`src/sv/dofe_pkg.sv`:
```
// ----------------------------------------------------------------------------
// dofe_pkg
// Shared types and constants for the DHCP option field extractor.
// ----------------------------------------------------------------------------
package dofe_pkg;

  // Option codes
  localparam logic [7:0] OPT_PAD        = 8'd0;
  localparam logic [7:0] OPT_END        = 8'd255;
  localparam logic [7:0] OPT_HOSTNAME   = 8'd12;
  localparam logic [7:0] OPT_REQ_ADDR   = 8'd50;
  localparam logic [7:0] OPT_MSG_TYPE   = 8'd53;
  localparam logic [7:0] OPT_PARAM_LIST = 8'd55;
  localparam logic [7:0] OPT_VENDOR     = 8'd60;
  localparam logic [7:0] OPT_AGENT      = 8'd82;

  // Option 82 sub-option codes
  localparam logic [7:0] SUB_CIRCUIT    = 8'd1;
  localparam logic [7:0] SUB_REMOTE     = 8'd2;
  localparam logic [7:0] CIRCUIT_LEN    = 8'd4;

  // Message types that get flagged
  localparam logic [7:0] MSG_DISCOVER   = 8'd1;
  localparam logic [7:0] MSG_REQUEST    = 8'd3;
  localparam logic [7:0] MSG_INFORM     = 8'd8;

  // Result kinds
  localparam logic [2:0] KIND_CODE      = 3'd0;
  localparam logic [2:0] KIND_PARAM     = 3'd1;
  localparam logic [2:0] KIND_VENDOR    = 3'd2;
  localparam logic [2:0] KIND_HOSTNAME  = 3'd3;
  localparam logic [2:0] KIND_REMOTE    = 3'd4;
  localparam logic [2:0] KIND_SUMMARY   = 3'd5;

  // Result queue
  localparam int unsigned QDEPTH = 4;
  localparam int unsigned QPTR_W = $clog2(QDEPTH);
  localparam int unsigned QCNT_W = $clog2(QDEPTH + 1);

  typedef enum logic [1:0] {
    PH_CODE,
    PH_LEN,
    PH_VALUE,
    PH_DONE
  } phase_t;

  typedef enum logic [1:0] {
    SP_CODE,
    SP_LEN,
    SP_VALUE
  } sub_phase_t;

  typedef struct packed {
    logic [7:0] data_byte;
    logic       last_byte;
  } in_item_t;

  typedef struct packed {
    logic [2:0]  kind;
    logic [7:0]  value;
    logic [7:0]  message_type;
    logic [31:0] requested_address;
    logic [15:0] circuit_vlan;
    logic [7:0]  circuit_unit;
    logic [7:0]  circuit_port;
    logic [7:0]  option_total;
    logic        reportable;
    logic        end_of_run;
  } out_item_t;

endpackage

```
`src/sv/dhcp_option_field_extractor.sv`:
```
// ----------------------------------------------------------------------------
// dhcp_option_field_extractor
// Byte-wide DHCP options parser: reports option codes, passes through
// selected value bytes and sums up each packet on its last byte.
// ----------------------------------------------------------------------------
//
//  Channel | Ports                          | Payload              | Dir
//  --------+--------------------------------+----------------------+----
//  input   | in_valid, in_stall, in_data    | dofe_pkg::in_item_t  | in
//  result  | out_valid, out_stall, out_data | dofe_pkg::out_item_t | out
//
//  One request is taken per cycle while in_stall is low. The parse is combinational
//  from the parser registers into a 4-entry result queue; a byte yields 0, 1 or
//  2 results, and the result port drains one per cycle while out_stall is low.
//  in_stall rises only when the queue has fewer than two free slots, so a
//  burst of two-result bytes under a steady output stall backs up the input.
//  Reset (rst_n low, synchronous) empties the queue and clears the parser.
//  Results leave in order; out_data holds while out_stall is high.
// ----------------------------------------------------------------------------
module dhcp_option_field_extractor (
  input  logic                clk,
  input  logic                rst_n,
  input  logic                in_valid,
  output logic                in_stall,
  input  dofe_pkg::in_item_t  in_data,
  output logic                out_valid,
  input  logic                out_stall,
  output dofe_pkg::out_item_t out_data
);

  // --------------------------------------------------------------------------
  // Parser state
  // --------------------------------------------------------------------------
  dofe_pkg::phase_t     phase_r, phase_nxt;
  logic [7:0]           cur_code_r, cur_code_nxt;
  logic [7:0]           bytes_left_r, bytes_left_nxt;
  logic [2:0]           val_pos_r, val_pos_nxt;     // saturates, only 0..3 matter
  dofe_pkg::sub_phase_t sub_phase_r, sub_phase_nxt;
  logic [7:0]           sub_code_r, sub_code_nxt;
  logic [7:0]           sub_left_r, sub_left_nxt;
  logic [2:0]           sub_pos_r, sub_pos_nxt;     // saturates, only 0..5 matter
  logic [7:0]           type_r, type_nxt;
  logic [31:0]          addr_r, addr_nxt;
  logic [15:0]          vlan_r, vlan_nxt;
  logic [7:0]           unit_r, unit_nxt;
  logic [7:0]           port_r, port_nxt;
  logic                 circ_ok_r, circ_ok_nxt;
  logic [7:0]           codes_r, codes_nxt;

  // Per-byte results
  logic                 res_vld;
  logic [2:0]           res_kind;
  logic [7:0]           res_value;
  dofe_pkg::out_item_t  data_item, sum_item, wr0, wr1;
  logic [1:0]           wr_cnt;

  logic                 in_acc;
  logic [7:0]           b;

  assign in_acc = in_valid && !in_stall;
  assign b      = in_data.data_byte;

  // --------------------------------------------------------------------------
  // Single-pass parse of one byte
  // --------------------------------------------------------------------------
  always_comb begin
    phase_nxt      = phase_r;
    cur_code_nxt   = cur_code_r;
    bytes_left_nxt = bytes_left_r;
    val_pos_nxt    = val_pos_r;
    sub_phase_nxt  = sub_phase_r;
    sub_code_nxt   = sub_code_r;
    sub_left_nxt   = sub_left_r;
    sub_pos_nxt    = sub_pos_r;
    type_nxt       = type_r;
    addr_nxt       = addr_r;
    vlan_nxt       = vlan_r;
    unit_nxt       = unit_r;
    port_nxt       = port_r;
    circ_ok_nxt    = circ_ok_r;
    codes_nxt      = codes_r;
    res_vld        = 1'b0;
    res_kind       = dofe_pkg::KIND_CODE;
    res_value      = b;

    case (phase_r)
      dofe_pkg::PH_CODE: begin
        if (b == dofe_pkg::OPT_END) begin
          phase_nxt = dofe_pkg::PH_DONE;
        end else if (b != dofe_pkg::OPT_PAD) begin
          cur_code_nxt = b;
          if (b != dofe_pkg::OPT_AGENT) begin
            res_vld = 1'b1;
            if (codes_r != 8'hFF) codes_nxt = codes_r + 8'd1;
          end
          phase_nxt = dofe_pkg::PH_LEN;
        end
      end
      dofe_pkg::PH_LEN: begin
        bytes_left_nxt = b;
        val_pos_nxt    = '0;
        if (cur_code_r == dofe_pkg::OPT_AGENT) begin
          sub_phase_nxt = dofe_pkg::SP_CODE;
          sub_code_nxt  = '0;
          sub_left_nxt  = '0;
          sub_pos_nxt   = '0;
          circ_ok_nxt   = 1'b0;
        end
        phase_nxt = (b == 8'd0) ? dofe_pkg::PH_CODE : dofe_pkg::PH_VALUE;
      end
      dofe_pkg::PH_VALUE: begin
        case (cur_code_r)
          dofe_pkg::OPT_MSG_TYPE: begin
            if (val_pos_r == 3'd0) type_nxt = b;
          end
          dofe_pkg::OPT_REQ_ADDR: begin
            case (val_pos_r)
              3'd0:    addr_nxt = {b, 24'd0};
              3'd1:    addr_nxt[23:16] = b;
              3'd2:    addr_nxt[15:8]  = b;
              3'd3:    addr_nxt[7:0]   = b;
              default: ;
            endcase
          end
          dofe_pkg::OPT_PARAM_LIST: begin
            res_vld  = 1'b1;
            res_kind = dofe_pkg::KIND_PARAM;
          end
          dofe_pkg::OPT_VENDOR: begin
            res_vld  = 1'b1;
            res_kind = dofe_pkg::KIND_VENDOR;
          end
          dofe_pkg::OPT_HOSTNAME: begin
            res_vld  = 1'b1;
            res_kind = dofe_pkg::KIND_HOSTNAME;
          end
          dofe_pkg::OPT_AGENT: begin
            case (sub_phase_r)
              dofe_pkg::SP_CODE: begin
                sub_code_nxt  = b;
                sub_phase_nxt = dofe_pkg::SP_LEN;
              end
              dofe_pkg::SP_LEN: begin
                sub_left_nxt  = b;
                sub_pos_nxt   = '0;
                circ_ok_nxt   = 1'b0;
                sub_phase_nxt = (b == 8'd0) ? dofe_pkg::SP_CODE : dofe_pkg::SP_VALUE;
              end
              default: begin
                if (sub_code_r == dofe_pkg::SUB_REMOTE && sub_pos_r >= 3'd2) begin
                  res_vld  = 1'b1;
                  res_kind = dofe_pkg::KIND_REMOTE;
                end else if (sub_code_r == dofe_pkg::SUB_CIRCUIT) begin
                  if (sub_pos_r == 3'd0) begin
                    circ_ok_nxt = (b == 8'd0);
                  end else if (sub_pos_r == 3'd1) begin
                    circ_ok_nxt = circ_ok_r && (b == dofe_pkg::CIRCUIT_LEN);
                  end else if (circ_ok_r) begin
                    case (sub_pos_r)
                      3'd2:    vlan_nxt[15:8] = b;
                      3'd3:    vlan_nxt[7:0]  = b;
                      3'd4:    unit_nxt       = b;
                      3'd5:    port_nxt       = b;
                      default: ;
                    endcase
                  end
                end
                if (sub_pos_r != 3'd7) sub_pos_nxt = sub_pos_r + 3'd1;
                sub_left_nxt = sub_left_r - 8'd1;
                if (sub_left_r == 8'd1) sub_phase_nxt = dofe_pkg::SP_CODE;
              end
            endcase
          end
          default: ;
        endcase
        if (val_pos_r != 3'd7) val_pos_nxt = val_pos_r + 3'd1;
        bytes_left_nxt = bytes_left_r - 8'd1;
        if (bytes_left_r == 8'd1) phase_nxt = dofe_pkg::PH_CODE;
      end
      default: ;
    endcase
  end

  // --------------------------------------------------------------------------
  // Result assembly: data result first, summary after it on the last byte
  // --------------------------------------------------------------------------
  always_comb begin
    data_item            = '0;
    data_item.kind       = res_kind;
    data_item.value      = res_value;
    data_item.end_of_run = !in_data.last_byte;

    sum_item                   = '0;
    sum_item.kind              = dofe_pkg::KIND_SUMMARY;
    sum_item.message_type      = type_nxt;
    sum_item.requested_address = addr_nxt;
    sum_item.circuit_vlan      = vlan_nxt;
    sum_item.circuit_unit      = unit_nxt;
    sum_item.circuit_port      = port_nxt;
    sum_item.option_total      = codes_nxt;
    sum_item.reportable        = (type_nxt == dofe_pkg::MSG_DISCOVER) ||
                                 (type_nxt == dofe_pkg::MSG_REQUEST)  ||
                                 (type_nxt == dofe_pkg::MSG_INFORM);
    sum_item.end_of_run        = 1'b1;

    wr0    = res_vld ? data_item : sum_item;
    wr1    = sum_item;
    wr_cnt = in_acc ? ({1'b0, res_vld} + {1'b0, in_data.last_byte}) : 2'd0;
  end

  // --------------------------------------------------------------------------
  // Parser registers; the last byte returns everything to reset values
  // --------------------------------------------------------------------------
  always_ff @(posedge clk) begin
    if (!rst_n || (in_acc && in_data.last_byte)) begin
      phase_r      <= dofe_pkg::PH_CODE;
      cur_code_r   <= '0;
      bytes_left_r <= '0;
      val_pos_r    <= '0;
      sub_phase_r  <= dofe_pkg::SP_CODE;
      sub_code_r   <= '0;
      sub_left_r   <= '0;
      sub_pos_r    <= '0;
      type_r       <= '0;
      addr_r       <= '0;
      vlan_r       <= '0;
      unit_r       <= '0;
      port_r       <= '0;
      circ_ok_r    <= 1'b0;
      codes_r      <= '0;
    end else if (in_acc) begin
      phase_r      <= phase_nxt;
      cur_code_r   <= cur_code_nxt;
      bytes_left_r <= bytes_left_nxt;
      val_pos_r    <= val_pos_nxt;
      sub_phase_r  <= sub_phase_nxt;
      sub_code_r   <= sub_code_nxt;
      sub_left_r   <= sub_left_nxt;
      sub_pos_r    <= sub_pos_nxt;
      type_r       <= type_nxt;
      addr_r       <= addr_nxt;
      vlan_r       <= vlan_nxt;
      unit_r       <= unit_nxt;
      port_r       <= port_nxt;
      circ_ok_r    <= circ_ok_nxt;
      codes_r      <= codes_nxt;
    end
  end

  // --------------------------------------------------------------------------
  // Result queue: up to two writes and one read per cycle
  // --------------------------------------------------------------------------
  dofe_pkg::out_item_t                q_r [dofe_pkg::QDEPTH];
  logic [dofe_pkg::QPTR_W-1:0]        wr_ptr_r, rd_ptr_r;
  logic [dofe_pkg::QCNT_W-1:0]        cnt_r, cnt_nxt;
  logic                               rd_en;

  assign out_valid = (cnt_r != '0);
  assign out_data  = q_r[rd_ptr_r];
  assign rd_en     = out_valid && !out_stall;
  // Need room for two results before taking a byte.
  assign in_stall  = (cnt_r > dofe_pkg::QCNT_W'(dofe_pkg::QDEPTH - 2));

  always_comb begin
    cnt_nxt = cnt_r + dofe_pkg::QCNT_W'(wr_cnt) - dofe_pkg::QCNT_W'(rd_en);
  end

  always_ff @(posedge clk) begin
    if (!rst_n) begin
      wr_ptr_r <= '0;
      rd_ptr_r <= '0;
      cnt_r    <= '0;
    end else begin
      wr_ptr_r <= wr_ptr_r + dofe_pkg::QPTR_W'(wr_cnt);
      rd_ptr_r <= rd_ptr_r + dofe_pkg::QPTR_W'(rd_en);
      cnt_r    <= cnt_nxt;
    end
  end

  always_ff @(posedge clk) begin
    if (wr_cnt != 2'd0) q_r[wr_ptr_r] <= wr0;
    if (wr_cnt == 2'd2) q_r[wr_ptr_r + dofe_pkg::QPTR_W'(1)] <= wr1;
  end

endmodule
```
`config.mk`:
```
export PLATFORM = sky130hd
export DESIGN_NAME = dhcp_option_field_extractor
export DESIGN_NICKNAME = d
export VERILOG_FILES = /design/src/sv/dofe_pkg.sv /design/src/sv/dhcp_option_field_extractor.sv
export SDC_FILE = /design/constraint.sdc
export NUM_CORES = 1
export LEC_CHECK = 0
export ABC_CLOCK_PERIOD_IN_PS = 7640
export BUFFER_PORTS_ARGS = -buffer_cell sky130_fd_sc_hd__buf_4
export CORE_UTILIZATION = 59
export CTS_CLUSTER_DIAMETER = 100
export DETAILED_ROUTE_END_ITERATION = 16
export MAX_ROUTING_LAYER = met4
export PLACE_DENSITY = 0.77
export SETUP_SLACK_MARGIN = 0.05
export SLEW_MARGIN = 10
export SYNTH_ARGS = -nofsm -noshare
export SYNTH_HDL_FRONTEND = slang
export SYNTH_SLANG_ARGS = --single-unit
```
`constraint.sdc`:
```
create_clock -name clk -period 7.64 [get_ports clk]
set_input_delay 0.764 -clock clk [delete_from_list [all_inputs] [get_ports clk]]
set_output_delay 0.764 -clock clk [all_outputs]
set_load 0.05 [all_outputs]
```
# Word level (Yosys, flattened, before mapping)
# Memory sizes are Yosys's and may differ from the RTL's. A register that Yosys moved wholly into a read port is not among the register bits.
# Cells that the tools add are included.
word_totals:
  ramBits: 372
  output_inout_bits: 95
  n_memories: 1
  reg_bits: 130
  elab_cells: 202
mem_list:
  columns: ["name", "words", "word_bits", "rd", "rd_ports_with_merged_regs", "write_ports", "line_no", "text"]
  rows:
  - ["q_r", 4, 93, 1, 1, 2, "dhcp_option_field_extractor.sv:253", "dofe_pkg::out_item_t q_r [dofe_pkg::QDEPTH];"]
classes:
  eq_ne: 43
  muxes: 93
  n_lt_le_gt_ge: 2
  n_addsub: 11
  n_bitwise: 1
  reduce_logical: 33
ops:
  columns: ["cell", "count"]
  rows:
  - ["2-to-1 mux 8 bit", 33]
  - ["2-to-1 mux 16 bit", 8]
  - ["case mux 8 bit (2 select lines)", 7]
  - ["2-to-1 mux 93 bit", 1]
  - ["2-to-1 mux 32 bit", 2]
  - ["== test 8 x 1 -> 1 bit (second input constant)", 4]
  - ["== test 8 x 6 -> 1 bit (second input constant)", 4]
  - ["2-to-1 mux 3 bit", 7]
  - ["2-to-1 mux 2 bit", 9]
  - ["case mux 3 bit (2 select lines)", 3]
  - ["== test 8 x 2 -> 1 bit (second input constant)", 2]
  - ["== test 8 x 4 -> 1 bit (second input constant)", 2]
  - ["subtractor 8 x 1 -> 8 bit (second input constant)", 2]
  - ["2-to-1 mux 1 bit", 15]
  - ["AND reduction 5 bit", 3]
  - ["== test 3 x 2 -> 1 bit (second input constant)", 4]
  - ["case mux 3 bit (4 select lines)", 1]
  - ["inequality test 2 bit (second input constant)", 5]
  - ["inequality test 3 x 2 -> 1 bit (second input constant)", 3]
  - ["inequality test 3 bit (second input constant)", 3]
  - ["adder 8 x 1 -> 8 bit (second input constant)", 1]
  - ["== test 8 x 3 -> 1 bit (second input constant)", 1]
  - ["== test 8 x 7 -> 1 bit (second input constant)", 1]
  - ["== test 8 bit (second input constant)", 1]
  - ["other kinds (38)", 61]

# Logic depth before layout (Yosys ltp)
# Gate-level depths: netlist of the first run.
depth:
  word_depth: 11
  ltp_mapped: 16
  depth_no_buf: 15

# Least setup slack after synthesis of the first run
# No wires, ideal clock.
synth_timing:
  kind: "input to register"
  startpoint: "input port in_data[7] (netlist name)"
  endpoint: "memory q_r[0][10] (netlist name), enable pin"
  path_slack_ns: 1.644
  arrival_time_ns: 5.560
  t_required_ns: 7.203
  stages: 12
  path_buffers: 2
  path_cell_list: "clkbuf_1 -> nor4_1 -> a21oi_1 -> o21ai_4 -> and3_4 -> inv_1 -> ha_1 -> nor4b_2 -> nand3_1 -> and2_1 -> clkbuf_1 -> inv_1"
synth_lines:
  columns: ["item", "line_no", "text"]
  rows:
  - ["start: declaration", "dhcp_option_field_extractor.sv:25", "input dofe_pkg::in_item_t in_data,"]
  - ["end: declaration", "dhcp_option_field_extractor.sv:253", null]

==> impl_metrics.csv, run 1 <==
group,metric,value,unit
timing,period_minus_slack,5.82,ns
timing,worst_pin_slew,1.19,ns
global_routing,grt-ovfl-total,0,
floorplan,die_h,198,um
global_routing,grt_pass1_vias,15600,
cts,cts_resized,0,
final_layout,regArea,13300,um2
cts,clkLatencyLatePin,0.59,ns
flow_run,maxCapViolCount,0,
route,wl_per_cell,24.9,um
power_and_ir_drop,vdd_ir_drop_max,0.000407,V
timing,max_freq,0.172,GHz
power_and_ir_drop,power,9.31,mW
route,wl,59200,um
status,outcome,"completed",
logic_synthesis,yosysMostFrequentCell,"a21oi_1",
worst_setup_path,cp-start-kind,"flop",
logic_synthesis,synth_ff_type,"edfxtp_1",
worst_setup_path,path_class,"reg -> reg",
floorplan,chipWidth,198,um
final_layout,nNetsFinal,1870,
logic_synthesis,synthTopCellsByArea,"edfxtp_1 (43%), dfxtp_1 (16%), mux4_2 (9.2%)",
route,first_pass_iters,5,
timing,fin_setup_tns,0,ns
cts,clk_transition_reported_paths,0.06,ns
power_and_ir_drop,leakage,8.67,nW
global_routing,antenna_found_initial,0,
worst_setup_path,critPathRequiredTime,7.84,ns
logic_synthesis,syn_inst,1800,
cts,cts_tree,"built",
final_layout,area_growth_syn_to_layout,11.9,%
floorplan,fp.coreArea,37800,um2
route,vias_per_cell,6.71,
cts,cts_root_buf,"clkbuf_16",
global_routing,grt_pass1_wl,90300,um
route,num_vias,16000,
cts,numCtsBuffers,50,
logic_synthesis,async_flop_share,0,%
power_and_ir_drop,power_density,367,nW/um2
placement,dpl.hpwl,33100,um
cts,post-cts-setup-buffers,0,
cts,cts_buffer_depth,3,
logic_synthesis,syn_avg_cell_area,12.6,um2
timing,rsz0062_at_grt,"no",
worst_setup_path,cp_slowest_cell,"nor3b_1",
logic_synthesis,yosysTopAreaCell,"edfxtp_1",
logic_synthesis,ys_ff_latch,502,
logic_synthesis,ys_warn_count,0,
floorplan,io_pins,108,
logic_synthesis,synth-seq-area-share,58.7,%
logic_synthesis,synth_edf_count,324,
cts,cts.htree.levels,2,
logic_synthesis,yosys.area.top_type_share,42.9,%
global_routing,track_usage,31.3,%
route,drt-initial-drc-count,1746,
floorplan,initial_utilization,60.0,%
route,drc,0,
worst_setup_path,cp_cell_sequence,"inv_1 -> ha_1 -> nand2_1 -> nor4_2 -> o21ba_2 -> and3_4 -> inv_1 -> ha_1 -> o211ai_1 -> nor3b_1 -> a21oi_1 -> clkinv_2 -> buf_4 -> buf_4",
cts,ctsHoldBuffers,0,
logic_synthesis,synth.cell_area,22700,um2
timing,finClkSkew,0.0226,ns
final_layout,finish.utilization,67.2,%
logic_synthesis,ys_top_cells_by_count,"a21oi_1 (388), edfxtp_1 (324), dfxtp_1 (178), clkbuf_1 (102), mux2i_1 (94)",
floorplan,dieArea,39200,um2
placement,gp_congestion,0.860,
final_layout,multi_input_area,8670,um2
placement,numPortBuffers,107,
final_layout,drive_above_1_share,18.6,%
global_routing,grt_max_degree,82,
timing,slew_violations,0,
timing,maxSlewHeadroom,20.5,%
worst_setup_path,path_max_fanout,50,
floorplan,rows,71,
route,postRouteAntennaNets,0,
timing,setup_viol,0,
worst_setup_path,arrival,6.02,ns
timing,hold_violations,0,
timing,period_share,76.1,%
worst_setup_path,max_stage_delay,0.75,ns
worst_setup_path,cp-end-kind,"flop",
logic_synthesis,synth.distinct_cells,79,
logic_synthesis,syn_nets,1841,
cts,clock-sinks,502,
worst_hold_path,min-delay-path-class,"in -> reg",
final_layout,diodes,0,
final_layout,fillCellCount,2708,
==> registers in the layout (all words and copies together) (netlist names) <==
name	flops
bytes_left_r	8
cur_code_r	8
sub_pos_r	3
wr_ptr_r	2
phase_r	2
sub_code_r	8
circ_ok_r	1
sub_left_r	8
type_r	8
addr_r	32
q_r	372
val_pos_r	3
port_r	8
vlan_r	16
sub_phase_r	2
unit_r	8
cnt_r	3
codes_r	8
rd_ptr_r	2
==> final timing paths <==
check             depth (start not counted)          end  slack [ns]        from
setup / recovery                         14   q_r[2][77]        1.82  phase_r[0]
hold / removal                            2  wr_ptr_r[0]        0.44       rst_n
setup reg to reg                         14   q_r[2][77]        1.82  phase_r[0]
hold reg to reg                           2    unit_r[6]        0.46   unit_r[6]
==> final cells by class <==
type                    count  share of cell area [%]
repair buffers            133                    3.94
multi-input cells        1115                    34.2
clock inverters            21                    1.00
well taps                 511                    2.52
inverters                  27                   0.419
clock buffers              70                    5.47
flip-flops and latches    502                    52.5
==> layer usage <==
layer	routed length (um)	GRT usage, %	vias up	part of all wire (%)
li1	-	-	7012	-
met1	23700	42.5	7943	40
met2	28000	48.1	882	47
met3	5600	5.08	123	9.5
met4	1890	11.2	0	3.2
met5	0	-	-	0
==> placed cells by master (no fill, tap or decap), types with 14 or more instances in the layout <==
master / Yosys / routed
a211oi_1: 14 / 14
nand3_1: 16 / 15
clkbuf_16: 0 / 51
a22oi_1: 35 / 35
and2_1: 17 / 17
nand2_1: 85 / 81
nor2_1: 78 / 77
nor3_1: 16 / 16
clkbuf_1: 102 / 15
mux4_2: 93 / 93
a22o_1: 38 / 38
o21ai_0: 36 / 36
inv_1: 26 / 22
dfxtp_1: 178 / 176
mux2i_1: 94 / 94
a21oi_1: 388 / 387
buf_4: 1 / 133
edfxtp_1: 324 / 324
ha_1: 27 / 27
==> power by group <==
group          switching, mW  internal (mW)  total, mW  leakage, nW
Clock                   1.03           1.44       2.47        0.801
Sequential             0.244           3.39       3.64         4.71
Combinational           2.15           1.05       3.20         3.16
==> critical path: cells and delay by family (launching register included) <==
| kind | cells | cell delay, ns |
|---|---|---|
| flops | 1 | 0.31 |
| compound gates | 3 | 1.00 |
| simple gates | 4 | 1.87 |
| fa+ha+maj | 2 | 0.75 |
| buf+inv | 5 | 1.45 |
==> cell families (layout without fill, tap and decap cells) <==
kind of cell,Yosys count,in the layout,share of synthesized area (%)
AOI/OAI and AO/OA,575,575,15.0
xor gates and xnor gates,10,10,0.387
adders and majority gates,28,28,1.58
buffers and inverters,183,251,3.26
DFF,502,502,58.7
muxes,188,188,13.4
and+or+nand+nor,314,314,7.68
==> stage by stage <==
step                area (um2)  hold slack [ns]  worst slack, ns  instances
floorplan                22700            0.427             1.64       1800
global placement         23700            0.436             1.57       2288
detailed placement       23700            0.456             1.49       2288
CTS                      25400            0.425             1.86       2379
global route             25400            0.441             1.38       2379
finish                   25400            0.438             1.82       2379
Power figures use the tool's default switching activity.
==> run 2: changes to the inputs <==
ABC_CLOCK_PERIOD_IN_PS = 5500   (was 7640)
clock period = 5.5 ns   (was 7.64 ns; I/O delays follow)
==> impl_metrics.csv, run 2 (synthesis gave the netlist of run 1 again) <==
group,metric,value,unit
global_routing,grt_pass1_vias,16100,
timing,max_freq,0.205,GHz
final_layout,largest_reg_flops,372,
worst_setup_path,arrival,5.33,ns
placement,dpl.hpwl,32400,um
status,outcome,"completed",
power_and_ir_drop,power,13.0,mW
timing,maxSlewHeadroom,27.4,%
cts,numCtsBuffers,50,
global_routing,track_usage,31.8,%
cts,clkLatencyLatePin,0.58,ns
floorplan,chipWidth,198,um
timing,period_share,88.7,%
placement,post-place-ws,0.621,ns
timing,period_minus_slack,4.88,ns
floorplan,io_pins,108,
global_routing,grt_max_degree,85,
final_layout,top_register,"q_r",
timing,setup_viol,0,
worst_setup_path,path_max_fanout,39,
worst_hold_path,min-delay-path-class,"in -> reg",
route,num_vias,16200,
timing,rsz0062_at_grt,"no",
worst_setup_path,cp-end-kind,"flop",
global_routing,antenna_found_initial,0,
final_layout,reg_top3,"q_r (372), addr_r (32), vlan_r (16)",
placement,dp.cells,2303,
cts,cts_tree,"built",
power_and_ir_drop,p_comb_share,34.9,%
cts,cts.htree.levels,2,
final_layout,layout_commonest_cell,"a21oi_1",
cts,ctsHoldBuffers,0,
power_and_ir_drop,seqPwrFrac,38.7,%
global_routing,grt-ovfl-total,0,
cts,post-cts-setup-buffers,0,
timing,slew_violations,0,
flow_run,maxCapViolCount,0,
global_routing,grt_pass1_wl,91900,um
route,wl,60100,um
final_layout,area_growth_syn_to_layout,12.9,%
timing,fin_setup_tns,0,ns
final_layout,diodes,0,
timing,whs,0.250,ns
final_layout,nNetsFinal,1885,
cts,cts_buffer_depth,3,
floorplan,rows,71,
route,wl_per_cell,25.1,um
floorplan,initial_utilization,60.0,%
route,postRouteAntennaNets,0,
power_and_ir_drop,leakage,8.76,nW
worst_setup_path,path_class,"reg -> reg",
floorplan,fp.coreArea,37800,um2
placement,gp_congestion,0.899,
placement,numPortBuffers,107,
route,first_pass_iters,6,
cts,clock-sinks,502,
floorplan,dieArea,39200,um2
timing,finClkSkew,0.0186,ns
power_and_ir_drop,p_int,8.22,mW
worst_setup_path,cp-start-kind,"flop",
cts,clk_transition_reported_paths,0.06,ns
power_and_ir_drop,power_frac_clock,26.4,%
final_layout,final_cell_mix,"a21oi_1 (387), edfxtp_1 (324), dfxtp_1 (176), buf_4 (139), mux2i_1 (94)",
power_and_ir_drop,p_sw_share,36.6,%
cts,cts_root_buf,"clkbuf_16",
cts,cts_resized,0,
final_layout,fillCellCount,2640,
power_and_ir_drop,power_density,507,nW/um2
route,drt-initial-drc-count,2014,
final_layout,stdcell_count,2395,
route,vias_per_cell,6.77,
power_and_ir_drop,vdd_ir_drop_max,0.000645,V
final_layout,drive_above_1_share,19.3,%
power_and_ir_drop,p_sw,4.75,mW
route,drc,0,
timing,setup_slack,0.623,ns
timing,worst_pin_slew,1.09,ns
floorplan,die_h,198,um
worst_setup_path,critPathRequiredTime,5.95,ns
timing,hold_violations,0,
## run 2: layer usage
metal | part of all wire [%] | track usage (%) | vias up | routed length [um]
li1 | - | - | 7025 | -
met1 | 39 | 42.9 | 8095 | 23500
met2 | 48 | 50.0 | 937 | 29100
met3 | 9.6 | 4.70 | 149 | 5800
met4 | 2.9 | 9.99 | 0 | 1720
met5 | 0 | - | - | 0
## run 2: per-stage QoR
stage | util (%) | instance area [um2]
CTS | 67.7 | 25600
floorplan | - | 22700
detailed placement | 63.4 | 23900
finish | 67.7 | 25600
global route | 67.7 | 25600
global placement | 63.4 | 23900
## run 2: path summary, 6_finish.rpt
| check | startpoint | endpoint | slack [ns] | cells past startpoint |
|---|---|---|---|---|
| hold / removal | rst_n | cnt_r[0] | 0.25 | 2 |
| setup reg to reg | phase_r[0] | q_r[2][90] | 0.62 | 15 |
| hold reg to reg | sub_code_r[7] | sub_code_r[7] | 0.45 | 2 |
| setup / recovery | phase_r[0] | q_r[2][90] | 0.62 | 15 |
## run 2: cell type report
cell class | count | area, um2 | share of cell area, %
sequential | 502 | 13300 | 52.0
multi-input combinational | 1115 | 8670 | 33.9
clock buffer | 76 | 1450 | 5.65
timing repair buffer | 148 | 1220 | 4.78
tap | 511 | 639 | 2.50
clock inverter | 16 | 190 | 0.744
inverter | 27 | 111 | 0.435
## run 2: worst max-delay path: stages, from the launching register on
cell,delay [ns]
dfxtp_1,0.33
inv_1,0.08
ha_1,0.24
nand2_1,0.17
nor4_2,0.07
buf_4,0.16
o21ba_2,0.57
and3_4,0.31
inv_1,0.07
ha_1,0.33
o211ai_1,0.45
nor3b_1,0.19
a21oi_1,0.81
clkinvlp_4,0.32
buf_4,0.39
o32a_1,0.25
## run 2: power by group through the flow
stage                     Clock, mW  Combinational [mW]  Sequential (mW)
after floorplan                   0                3.29             4.95
after global placement            0                4.47             5.04
after detailed placement          0                4.50             5.08
after CTS                      3.43                4.53             5.01
after global routing           3.59                4.73             5.07
final                          3.43                4.52             5.02
==> run 3: changes to the inputs <==
ABC_CLOCK_PERIOD_IN_PS = 6100   (was 5500)
clock period = 6.1 ns   (was 5.5 ns; I/O delays follow)
==> impl_metrics.csv, run 3 (synthesis gave the netlist of run 1 again) <==
group,metric,value,unit
route,first_pass_iters,5,
worst_setup_path,cp-startpoint,"phase_r[0]",
timing,rsz0062_at_grt,"no",
global_routing,grt-ovfl-total,0,
final_layout,multi_input_area,8670,um2
route,vias_per_cell,6.73,
floorplan,io_pins,108,
worst_setup_path,cp-start-kind,"flop",
global_routing,grt_max_degree,82,
floorplan,rows,71,
flow_run,maxCapViolCount,0,
cts,cts.htree.levels,2,
route,drt-initial-drc-count,1686,
final_layout,largest_reg_flops,372,
cts,cts_root_buf,"clkbuf_16",
cts,post-cts-setup-buffers,0,
cts,ctsHoldBuffers,0,
worst_setup_path,r2r_slack,1.19,ns
final_layout,reg_top3,"q_r (372), addr_r (32), vlan_r (16)",
floorplan,dieArea,39200,um2
final_layout,nNetsFinal,1887,
final_layout,regArea,13300,um2
worst_hold_path,min-delay-path-class,"in -> reg",
timing,period_minus_slack,4.91,ns
placement,post-place-ws,0.936,ns
timing,maxSlewHeadroom,20.6,%
timing,slew_violations,0,
cts,clock-sinks,502,
floorplan,initial_utilization,60.0,%
cts,cts_tree,"built",
timing,finClkSkew,0.0114,ns
timing,hold_violations,0,
timing,setup_viol,0,
timing,fin_setup_tns,0,ns
worst_setup_path,path_max_fanout,43,
cts,cts_resized,0,
route,drc,0,
final_layout,final_cell_mix,"a21oi_1 (387), edfxtp_1 (324), dfxtp_1 (176), buf_4 (144), mux2i_1 (94)",
worst_setup_path,cp-end-kind,"flop",
placement,dpl.hpwl,34400,um
cts,cts_buffer_depth,3,
timing,worst_pin_slew,1.19,ns
route,postRouteAntennaNets,0,
worst_setup_path,critPathRequiredTime,6.53,ns
worst_setup_path,endpoint,"q_r[3][53]",
placement,gp_congestion,0.879,
placement,numPortBuffers,107,
route,wl,60700,um
power_and_ir_drop,leakage,8.81,nW
floorplan,chipWidth,198,um
route,num_vias,16100,
worst_setup_path,arrival,5.34,ns
power_and_ir_drop,vdd_ir_drop_max,0.000488,V
final_layout,area_growth_syn_to_layout,13.2,%
cts,numCtsBuffers,50,
timing,max_freq,0.204,GHz
final_layout,layout_commonest_cell,"a21oi_1",
global_routing,grt_pass1_wl,93000,um
floorplan,die_h,198,um
final_layout,diodes,0,
timing,period_share,80.5,%
global_routing,grt_pass1_vias,16200,
power_and_ir_drop,power_density,463,nW/um2
cts,clk_transition_reported_paths,0.06,ns
worst_setup_path,path_class,"reg -> reg",
route,wl_per_cell,25.3,um
worst_setup_path,r2r_end,"q_r[3][53]",
final_layout,drive_above_1_share,19.5,%
worst_setup_path,rr_startpoint,"phase_r[0]",
cts,clkLatencyLatePin,0.59,ns
global_routing,track_usage,32.4,%
final_layout,fin_area,25600,um2
floorplan,fp.coreArea,37800,um2
final_layout,fillCellCount,2653,
timing,setup_slack,1.19,ns
status,outcome,"completed",
worst_setup_path,r2r_cells,13,
placement,dpl_cell_area,23900,um2
final_layout,top_register,"q_r",
global_routing,antenna_found_initial,0,
==> run 3: changes by cell type in the layout (fill, tap and decap cells not counted), moves of 2 or more <==
cell,before,now
clkbuf_1,18,12
clkbuf_8,5,10
buf_4,139,144
clkinv_1,2,6
clkinvlp_4,3,1
buf_12,9,6
==> run 3: report_power, final <==
group | switching [mW] | internal, mW
combinational | 2.71 | 1.37
clock | 1.29 | 1.92
sequential | 0.321 | 4.25
==> run 3: worst max-delay path: stages, from the launching register on <==
cell	delay [ns]
dfxtp_1	0.31
inv_1	0.11
ha_1	0.35
nand2_1	0.21
nor4_4	0.54
nand3_4	0.36
and3_4	0.32
inv_1	0.09
ha_1	0.20
o211ai_1	0.24
nor2_1	0.50
nand4_4	0.78
buf_4	0.53
a21oi_1	0.19
==> run 3: final cells by class <==
type | count | area share [%]
flip-flops and latches | 502 | 51.9
multi-input cells | 1115 | 33.8
clock buffers | 76 | 5.91
repair buffers | 150 | 4.68
well taps | 511 | 2.49
clock inverters | 17 | 0.825
inverters | 27 | 0.415
==> run 3: per-stage QoR <==
stage / util, % / hold WS [ns] / std cells / power (mW)
after floorplan: - / 0.427 / 1800 / 7.44
after global placement: 63.3 / 0.433 / 2305 / 8.62
after detailed placement: 63.3 / 0.444 / 2305 / 8.68
after CTS: 67.9 / 0.264 / 2398 / 11.9
after global routing: 67.9 / 0.303 / 2398 / 12.2
final: 67.9 / 0.278 / 2398 / 11.9
==> run 3: worst min-delay path by stage <==
stage,startpoint,to,slack (ns),depth (start not counted)
after global routing,rst_n,rd_ptr_r[0],0.30,2
after global placement,sub_code_r[7],sub_code_r[7],0.43,2
after detailed placement,sub_code_r[7],sub_code_r[7],0.44,2
after CTS,rst_n,wr_ptr_r[0],0.26,2
final,rst_n,rd_ptr_r[0],0.28,2
after floorplan,sub_code_r[7],sub_code_r[7],0.43,2
==> run 3: layer usage <==
metal	global-route usage (%)	up-vias	routed length, um	part of all wire, %
met5	-	-	0	0
met4	13.4	0	2150	3.5
li1	-	7027	-	-
met1	41.6	8029	23700	39
met2	51.5	943	29100	48
met3	5.50	141	5710	9.4
